File: src/sv/bpa_pkg.sv
`default_nettype none

package bpa_pkg;

  // default table geometry
  localparam int unsigned NUM_BLOCKS_DEF = 8;
  localparam int unsigned SIZE_BITS_DEF  = 16;

  // configuration register indexes
  localparam logic [1:0] CFG_POLICY = 2'd0;
  localparam logic [1:0] CFG_BLOCKS = 2'd1;

  // reset value of the blocks in use register
  localparam logic [3:0] BLOCKS_RESET = 4'd8;

  // request kinds
  typedef enum logic [1:0] {
    KIND_ALLOC   = 2'd0,
    KIND_RELEASE = 2'd1,
    KIND_LOAD    = 2'd2
  } kind_e;

  // placement policies
  typedef enum logic [1:0] {
    POL_FIRST = 2'd0,
    POL_BEST  = 2'd1,
    POL_WORST = 2'd2,
    POL_NEXT  = 2'd3
  } policy_e;

  // input request payload
  typedef struct packed {
    logic [1:0]  kind;
    logic [15:0] request_size;
    logic [2:0]  block_index;
    logic [15:0] block_size;
  } in_item_t;

  // result payload
  typedef struct packed {
    logic        granted;
    logic [2:0]  granted_index;
    logic [15:0] granted_size;
  } out_item_t;

  // search token state handed from cell to cell
  typedef struct packed {
    logic tok;
    logic found;
    logic hi;
  } scan_flags_t;

  // per-cell update commands
  typedef struct packed {
    logic clear;
    logic load;
    logic mark;
  } cell_cmd_t;

endpackage

`default_nettype wire

File: src/sv/block_placement_allocator_core.sv
`default_nettype none

// Block placement allocator. Keeps NUM_BLOCKS entries, each a size and an
// allocated flag, and serves one request at a time. An allocate request sends
// a search token down a row of cells, one cell per clock, each cell holding
// one entry and comparing it against the best candidate so far under the
// policy in force (first, best, worst or next fit; ties go to the lowest
// index). An allocate request passes its search token through the go register,
// the flag register of each cell and the search result register before its
// result is committed to the output register; a release-all or load request
// goes from acceptance straight to the result state. The next request is
// taken once a result has been committed, and a stalled output holds a
// finished result in the result state until the output register frees up.
// Every request gives exactly one result. The output register lets a finished
// result wait while the next request is accepted. Configuration writes are
// always taken and must only be issued while the block is idle.

module block_placement_allocator_core
  import bpa_pkg::*;
#(
  parameter int unsigned NUM_BLOCKS = NUM_BLOCKS_DEF,
  parameter int unsigned SIZE_BITS  = SIZE_BITS_DEF
) (
  input  wire logic       clk_i,
  input  wire logic       rst_ni,
  input  wire logic       in_valid_i,
  output logic            in_stall_o,
  input  wire in_item_t   in_data_i,
  output logic            out_valid_o,
  input  wire logic       out_stall_i,
  output out_item_t       out_data_o,
  input  wire logic       cfg_valid_i,
  output logic            cfg_ready_o,
  input  wire logic [1:0] cfg_index_i,
  input  wire logic [3:0] cfg_data_i
);

  localparam int unsigned IW = (NUM_BLOCKS > 1) ? $clog2(NUM_BLOCKS) : 1;
  localparam int unsigned CW = $clog2(NUM_BLOCKS + 1);

  typedef enum logic [2:0] {
    ST_IDLE   = 3'b001,
    ST_SCAN   = 3'b010,
    ST_RESULT = 3'b100
  } state_e;

  state_e               state_q;
  policy_e              policy_q;
  logic [3:0]           blocks_q;
  logic [IW-1:0]        nfs_q;
  logic [SIZE_BITS-1:0] req_q;
  logic [CW-1:0]        scan_n_q;
  logic [IW-1:0]        scan_start_q;
  logic                 go_q;
  logic                 res_found_q;
  logic [IW-1:0]        res_idx_q;
  logic [SIZE_BITS-1:0] res_size_q;
  logic                 out_valid_q;
  out_item_t            out_q;

  logic                 in_acc;
  logic                 out_free;
  logic                 commit;
  logic                 is_alloc;
  logic [CW-1:0]        n_eff;
  logic [IW-1:0]        start_eff;

  scan_flags_t          flags_c [NUM_BLOCKS+1];
  logic [IW-1:0]        idx_c   [NUM_BLOCKS+1];
  logic [SIZE_BITS-1:0] size_c  [NUM_BLOCKS+1];
  cell_cmd_t            cmd     [NUM_BLOCKS];

  // handshake
  assign in_stall_o  = (state_q != ST_IDLE);
  assign in_acc      = in_valid_i && !in_stall_o;
  assign out_free    = !out_valid_q || !out_stall_i;
  assign commit      = (state_q == ST_RESULT) && out_free;
  assign is_alloc    = (kind_e'(in_data_i.kind) == KIND_ALLOC);
  assign cfg_ready_o = 1'b1;

  // entries in use, saturated, and the next fit starting point
  assign n_eff = (int'(blocks_q) > NUM_BLOCKS) ? CW'(NUM_BLOCKS) : CW'(blocks_q);
  assign start_eff = (int'(nfs_q) < int'(n_eff)) ? nfs_q : '0;

  // configuration registers
  always_ff @(posedge clk_i or negedge rst_ni) begin
    if (!rst_ni) begin
      policy_q <= POL_FIRST;
      blocks_q <= BLOCKS_RESET;
    end else if (cfg_valid_i && cfg_ready_o) begin
      unique case (cfg_index_i)
        CFG_POLICY: policy_q <= policy_e'(cfg_data_i[1:0]);
        CFG_BLOCKS: blocks_q <= cfg_data_i;
        default: ;
      endcase
    end
  end

  // control sequencer
  always_ff @(posedge clk_i or negedge rst_ni) begin
    if (!rst_ni) begin
      state_q <= ST_IDLE;
      go_q    <= 1'b0;
      nfs_q   <= '0;
    end else begin
      go_q <= in_acc && is_alloc;
      unique case (state_q)
        ST_IDLE: begin
          if (in_acc) begin
            state_q <= is_alloc ? ST_SCAN : ST_RESULT;
          end
        end
        ST_SCAN: begin
          if (flags_c[NUM_BLOCKS].tok) begin
            state_q <= ST_RESULT;
          end
        end
        ST_RESULT: begin
          if (out_free) begin
            state_q <= ST_IDLE;
            if (res_found_q && (policy_q == POL_NEXT)) begin
              nfs_q <= res_idx_q;
            end
          end
        end
        default: state_q <= ST_IDLE;
      endcase
    end
  end

  // search operands and search result
  always_ff @(posedge clk_i) begin
    if (in_acc) begin
      req_q        <= SIZE_BITS'(in_data_i.request_size);
      scan_n_q     <= n_eff;
      scan_start_q <= start_eff;
      res_found_q  <= 1'b0;
      res_idx_q    <= '0;
      res_size_q   <= '0;
    end else if ((state_q == ST_SCAN) && flags_c[NUM_BLOCKS].tok) begin
      res_found_q <= flags_c[NUM_BLOCKS].found;
      res_idx_q   <= flags_c[NUM_BLOCKS].found ? idx_c[NUM_BLOCKS] : '0;
      res_size_q  <= flags_c[NUM_BLOCKS].found ? size_c[NUM_BLOCKS] : '0;
    end
  end

  // output register
  always_ff @(posedge clk_i or negedge rst_ni) begin
    if (!rst_ni) begin
      out_valid_q <= 1'b0;
    end else if (commit) begin
      out_valid_q <= 1'b1;
    end else if (!out_stall_i) begin
      out_valid_q <= 1'b0;
    end
  end

  always_ff @(posedge clk_i) begin
    if (commit) begin
      out_q.granted       <= res_found_q;
      out_q.granted_index <= 3'(res_idx_q);
      out_q.granted_size  <= 16'(res_size_q);
    end
  end

  assign out_valid_o = out_valid_q;
  assign out_data_o  = out_q;

  // head of the cell row
  assign flags_c[0] = '{tok: go_q, found: 1'b0, hi: 1'b0};
  assign idx_c[0]   = '0;
  assign size_c[0]  = '0;

  // row of entry cells
  for (genvar i = 0; i < NUM_BLOCKS; i++) begin : g_cell
    always_comb begin
      cmd[i].clear = in_acc && (kind_e'(in_data_i.kind) == KIND_RELEASE);
      cmd[i].load  = in_acc && (kind_e'(in_data_i.kind) == KIND_LOAD) &&
                     (int'(in_data_i.block_index) == i);
      cmd[i].mark  = commit && res_found_q && (int'(res_idx_q) == i);
    end

    bpa_cell #(
      .IDX       (i),
      .IW        (IW),
      .CW        (CW),
      .SIZE_BITS (SIZE_BITS)
    ) u_cell (
      .clk_i     (clk_i),
      .rst_ni    (rst_ni),
      .cmd_i     (cmd[i]),
      .wr_size_i (SIZE_BITS'(in_data_i.block_size)),
      .policy_i  (policy_q),
      .count_i   (scan_n_q),
      .start_i   (scan_start_q),
      .req_i     (req_q),
      .flags_i   (flags_c[i]),
      .idx_i     (idx_c[i]),
      .size_i    (size_c[i]),
      .flags_o   (flags_c[i+1]),
      .idx_o     (idx_c[i+1]),
      .size_o    (size_c[i+1])
    );
  end

`ifndef ASSERT_OFF
  // a refused result carries zero index and size
  a_no_grant_zero : assert property (@(posedge clk_i) disable iff (!rst_ni)
    out_valid_o && !out_data_o.granted |->
      (out_data_o.granted_index == 3'd0) && (out_data_o.granted_size == 16'd0))
    else $error("refused result with nonzero fields");

  // requests other than allocate skip the search
  a_nonalloc_result : assert property (@(posedge clk_i) disable iff (!rst_ni)
    in_acc && !is_alloc |=> (state_q == ST_RESULT) && !go_q)
    else $error("non-allocate request entered the search");

  // the token only leaves the row during a search
  a_token_in_scan : assert property (@(posedge clk_i) disable iff (!rst_ni)
    flags_c[NUM_BLOCKS].tok |-> (state_q == ST_SCAN))
    else $error("search token outside a search");

  // an allocate launches exactly one token
  a_go_once : assert property (@(posedge clk_i) disable iff (!rst_ni)
    go_q |-> (state_q == ST_SCAN) && !$past(go_q))
    else $error("search launched outside a search");
`endif

endmodule

`default_nettype wire

File: src/sv/bpa_cell.sv
`default_nettype none

module bpa_cell
  import bpa_pkg::*;
#(
  parameter int unsigned IDX       = 0,
  parameter int unsigned IW        = 3,
  parameter int unsigned CW        = 4,
  parameter int unsigned SIZE_BITS = SIZE_BITS_DEF
) (
  input  wire logic                 clk_i,
  input  wire logic                 rst_ni,
  input  wire cell_cmd_t            cmd_i,
  input  wire logic [SIZE_BITS-1:0] wr_size_i,
  input  wire policy_e              policy_i,
  input  wire logic [CW-1:0]        count_i,
  input  wire logic [IW-1:0]        start_i,
  input  wire logic [SIZE_BITS-1:0] req_i,
  input  wire scan_flags_t          flags_i,
  input  wire logic [IW-1:0]        idx_i,
  input  wire logic [SIZE_BITS-1:0] size_i,
  output scan_flags_t               flags_o,
  output logic [IW-1:0]             idx_o,
  output logic [SIZE_BITS-1:0]      size_o
);

  logic [SIZE_BITS-1:0] size_q;
  logic                 alloc_q;
  logic                 fit;
  logic                 hi;
  logic                 better;
  logic                 take;
  scan_flags_t          flags_q;
  logic [IW-1:0]        idx_q;
  logic [SIZE_BITS-1:0] cand_size_q;

  // entry storage
  always_ff @(posedge clk_i or negedge rst_ni) begin
    if (!rst_ni) begin
      size_q  <= '0;
      alloc_q <= 1'b0;
    end else begin
      if (cmd_i.load) begin
        size_q <= wr_size_i;
      end
      if (cmd_i.clear) begin
        alloc_q <= 1'b0;
      end else if (cmd_i.mark) begin
        alloc_q <= 1'b1;
      end
    end
  end

  // does this entry take part and fit the request
  assign fit = (IDX < int'(count_i)) && !alloc_q && (size_q >= req_i);
  assign hi  = (IDX >= int'(start_i));

  // compare against the candidate handed in by the previous cell
  always_comb begin
    case (policy_i)
      POL_FIRST: better = !flags_i.found;
      POL_BEST:  better = !flags_i.found || (size_q < size_i);
      POL_WORST: better = !flags_i.found || (size_q > size_i);
      POL_NEXT:  better = !flags_i.found || (hi && !flags_i.hi);
      default:   better = 1'b0;
    endcase
  end

  assign take = flags_i.tok && fit && better;

  // token flags
  always_ff @(posedge clk_i or negedge rst_ni) begin
    if (!rst_ni) begin
      flags_q <= '0;
    end else begin
      flags_q.tok <= flags_i.tok;
      if (take) begin
        flags_q.found <= 1'b1;
        flags_q.hi    <= hi;
      end else begin
        flags_q.found <= flags_i.found;
        flags_q.hi    <= flags_i.hi;
      end
    end
  end

  // candidate payload
  always_ff @(posedge clk_i) begin
    if (take) begin
      idx_q       <= IW'(IDX);
      cand_size_q <= size_q;
    end else begin
      idx_q       <= idx_i;
      cand_size_q <= size_i;
    end
  end

  assign flags_o = flags_q;
  assign idx_o   = idx_q;
  assign size_o  = cand_size_q;

endmodule

`default_nettype wire
File: config.mk
export PLATFORM = sky130hd
export DESIGN_NAME = block_placement_allocator_core
export DESIGN_NICKNAME = d
export VERILOG_FILES = /design/src/sv/bpa_pkg.sv /design/src/sv/block_placement_allocator_core.sv /design/src/sv/bpa_cell.sv
export SDC_FILE = /design/constraint.sdc
export NUM_CORES = 1
export LEC_CHECK = 0
export ABC_AREA = 1
export BUFFER_PORTS_ARGS = -buffer_cell sky130_fd_sc_hd__buf_4
export CAP_MARGIN = 20
export CORE_MARGIN = 4
export CORE_UTILIZATION = 35
export DETAILED_ROUTE_END_ITERATION = 6
export MAX_ROUTING_LAYER = met4
export PLACE_DENSITY = 0.62
export SLEW_MARGIN = 5
export SYNTH_ARGS = -nofsm -noshare
export SYNTH_HDL_FRONTEND = slang
export SYNTH_SLANG_ARGS = --single-unit
File: constraint.sdc
create_clock -name clk_i -period 6.7 [get_ports clk_i]
set_input_delay 0.67 -clock clk_i [delete_from_list [all_inputs] [get_ports clk_i]]
set_output_delay 0.67 -clock clk_i [all_outputs]
set_load 0.05 [all_outputs]
==> metrics.cfg <==
[run_status]
status = completed

[detailed_routing]
vias = 15500
final_antenna_net_count = 0
drt-initial-drc-count = 829
wl_mm = 50.9
vias_per_cell = 4.88
wl_per_cell_um = 16.0
drtPass1Iterations = 6
drc = 0

[finish]
syn_to_final_growth_pct = 12.4
stdcell_area_um2 = 22400
layout.nets = 2677
diodes = 0
drive_gt1_share_pct = 11.2

[setup_path]
crit_slowest_cell = inv_1
regToRegStartpoint = req_q[1]
crit_top_cell = nand2_1
critPathLaunchType = flip-flop
path_cells = inv_1 -> ha_1 -> a21oi_1 -> o21ai_0 -> nand2_1 -> o211ai_1 -> nand2_1 -> nand3_1 -> nand2_1 -> nor3b_1
crit_fanout = 18
cp-end-kind = flip-flop
r2r_cells = 10
reg2reg_to = g_cell[0].u_cell.flags_o[0]
max_stage_delay_ns = 0.42
arrival_ns = 3.09
worstSetupPathType = reg2reg
crit_buf_inv = 1
path_delay_family = simple AND/OR/NAND/NOR gates
cp.required_ns = 7.16
ff2ff_setup_slack_ns = 4.07

[cts]
clock_path_buffers = 3
cts_sinks = 381
cts_made_buffers = 42
cts_tree = built
path_clk_slew_ns = 0.06
post-cts-setup-buffers = 0
htree_levels = 2
clkLatencyLatePin_ns = 0.56
cts_hold_buffers = 0
postCtsResizedCells = 0
ctsRootBufferMaster = clkbuf_16

[sta]
setup-tns-final_ns = 0
finalCriticalPeriod_ns = 2.63
worst_hold_slack_ns = 0.0838
finClkSkew_ns = 0.0181
fmax_mhz = 380
rsz0062_at_grt = false
slew_violations = 0
hold_viol = 0
tightest_slew_ns = 1.03
maxSlewHeadroom_pct = 31.5
final_min_period_over_clock_period_pct = 39.3
setup_violations = 0
worst_slack_ns = 4.07

[yosys]
synth_flop_cell = dfrtp_1
synth-async-reset-ratio_pct = 45.4
syn_inst = 2328
synth.mux.area_fraction_pct = 0
synth_xor_area_share_pct = 0
syn-num-nets = 2618
ys_ff_latch = 381
post_synth_fa_ha_maj_area_fraction_pct = 15.2
synth_warnings = 0
synth_edf_count = 43
synth_compound_area_share_pct = 10.2
avgSynthCellArea_um2 = 8.56
yosys.area_share.simple_pct = 22.1
synth_top_family_by_area = simple AND/OR/NAND/NOR gates
yosysSeqAreaShare_pct = 44.8
synth_area_um2 = 19900
ys_types = 40

[floorplanning]
ioPinCount = 71
chipWidth_um = 247
start_util_pct = 35.4
rows = 87
core_area_um2 = 56400
chipHeight_um = 247
die-area_um2 = 60800

[power]
power.switching_mw = 2.90
p_seq_share_pct = 38.3
p_per_area_nw_per_um2 = 355
p_int_mw = 5.06
power.share.switching_pct = 36.4
ir_worst_vdd_mv = 0.175
p_leak_nw = 11.0
p_comb_share_pct = 31.3
pwr-share-clk_pct = 30.5

[global_routing]
antenna_found_initial = 0
grt_pass1_wl_mm = 81.2
overflow = 0
grt_max_degree = 63
grt_pass1_vias = 15200
track_usage_pct = 17.2

[placement]
pre_cts_ws_ns = 3.99
post_dp_cell_area_um2 = 21000
dpl.hpwl_mm = 39.4
io_buffers = 69
gp_congestion = 0.880

[run]
drv_cap = 0

[worst_hold_path]
hold_path_class = in2async

==> area by class of cell <==
cell class / instances / area [um^2]
tap: 756 / 946
clock inverter: 19 / 275
inverter: 285 / 1070
multi-input combinational: 1604 / 9470
clock buffer: 58 / 1160
sequential: 381 / 8930
fill: 5770 / 34000
timing repair buffer: 73 / 552
==> power by group through the flow <==
stage	Sequential [mW]	Combinational (mW)	Clock, mW
2_1_floorplan	3.01	1.78	0
3_3_place_gp	3.07	2.38	0
3_5_place_dp	3.09	2.49	0
4_1_cts	3.04	2.51	2.48
5_1_grt	3.09	2.88	2.58
6_report	3.05	2.49	2.43
==> placed cells by master, fill, tap and decap left out, types with 4 or more instances in the layout <==
cell type / netlist / routed
clkinv_2: 0 / 6
clkbuf_1: 10 / 11
ha_1: 242 / 242
o21a_1: 7 / 7
dfxtp_1: 165 / 165
bufinv_16: 0 / 6
nand4_1: 9 / 9
a21o_1: 6 / 6
nand2_1: 639 / 639
inv_1: 276 / 275
nor2_1: 109 / 109
inv_2: 8 / 8
nand3_1: 189 / 189
nor3_1: 6 / 6
o21ai_0: 44 / 44
clkbuf_16: 0 / 42
edfxtp_1: 43 / 43
a21oi_1: 155 / 154
o21ai_1: 64 / 64
clkbuf_8: 0 / 5
nand2_4: 17 / 17
buf_4: 11 / 72
or2_2: 7 / 7
nor2_2: 4 / 4
nand2_2: 15 / 15
dfrtp_1: 171 / 171
nor3_2: 8 / 8
o21ai_2: 64 / 64
==> stage by stage <==
| stage | utilization (%) | cells | power [mW] |
|---|---|---|---|
| after detailed placement | 37.2 | 3099 | 5.58 |
| after floorplan | - | 2328 | 4.79 |
| after global placement | 37.2 | 3099 | 5.45 |
| after global routing | 39.7 | 3176 | 8.55 |
| after CTS | 39.7 | 3176 | 8.03 |
| final | 39.7 | 3176 | 7.96 |
==> registers in the layout, indices dropped and copies added (netlist names) <==
signal / cells
g_cell.u_cell.size_o: 128
g_cell.u_cell.size_q: 128
g_cell.u_cell.flags_o: 23
out_data_o: 20
g_cell.u_cell.idx_o: 17
req_q: 16
res_size_q: 16
g_cell.u_cell.alloc_q: 8
blocks_q: 4
scan_n_q: 4
nfs_q: 3
res_idx_q: 3
scan_start_q: 3
state_q: 3
policy_q: 2
go_q: 1
out_valid_o: 1
res_found_q: 1
==> cell families (layout without fill, tap and decap cells) <==
group	Yosys count	count (layout)
adder cells (fa/ha/maj)	242	242
buffers and inverters	343	435
AO/OA/AOI/OAI	348	348
flip-flops	381	381
other	1	1
AND/OR/NAND/NOR	1013	1013
==> routing by layer <==
layer	global-route usage, %	vias up	wire length (um)
met5	-	-	0
met2	27.8	347	23700
met1	22.3	7288	23200
met4	5.61	0	1590
met3	2.56	109	2450
li1	-	7743	-
==> cells in the mapped netlist, types with 2 or more instances <==
cell type  instances  area share (%)
nand3_1          189             4.7
o21a_1             7            0.26
nand3b_1           2           0.075
nor3_1             6            0.15
o21ai_1           64             1.6
o21ai_2           64             2.8
inv_1            276             5.2
nand2_1          639              12
clkbuf_1          10            0.19
nor2_1           109             2.1
a21o_1             6            0.23
buf_2             10            0.25
dfstp_2            2            0.26
a21boi_0           2           0.075
edfxtp_1          43             6.5
nand3_2            2            0.10
dfxtp_1          165              17
nor2_8             2            0.20
o211ai_1           2           0.075
or2_2              7            0.22
buf_4             11            0.41
buf_6             27             1.5
dfrtp_1          171              21
o21bai_1           3            0.11
nor3_2             8            0.40
ha_1             242              15
nand2_2           15            0.47
nor2_2             4            0.13
o21ai_0           44             1.1
nand4_1            9            0.28
a21oi_1          155             3.9
inv_2              8            0.15
nand2_4           17            0.96
==> worst max-delay path by stage <==
stage,start,to,cells after the start
finish,req_q[1],g_cell[0].u_cell.flags_o[0],10
global route,req_q[1],g_cell[0].u_cell.flags_o[0],10
CTS,req_q[1],g_cell[0].u_cell.flags_o[0],10
detailed placement,out_stall_i,nfs_q[1],6
global placement,out_stall_i,nfs_q[1],6
floorplan,out_stall_i,nfs_q[0],4
No activity file was read; power rests on OpenSTA's default activity.
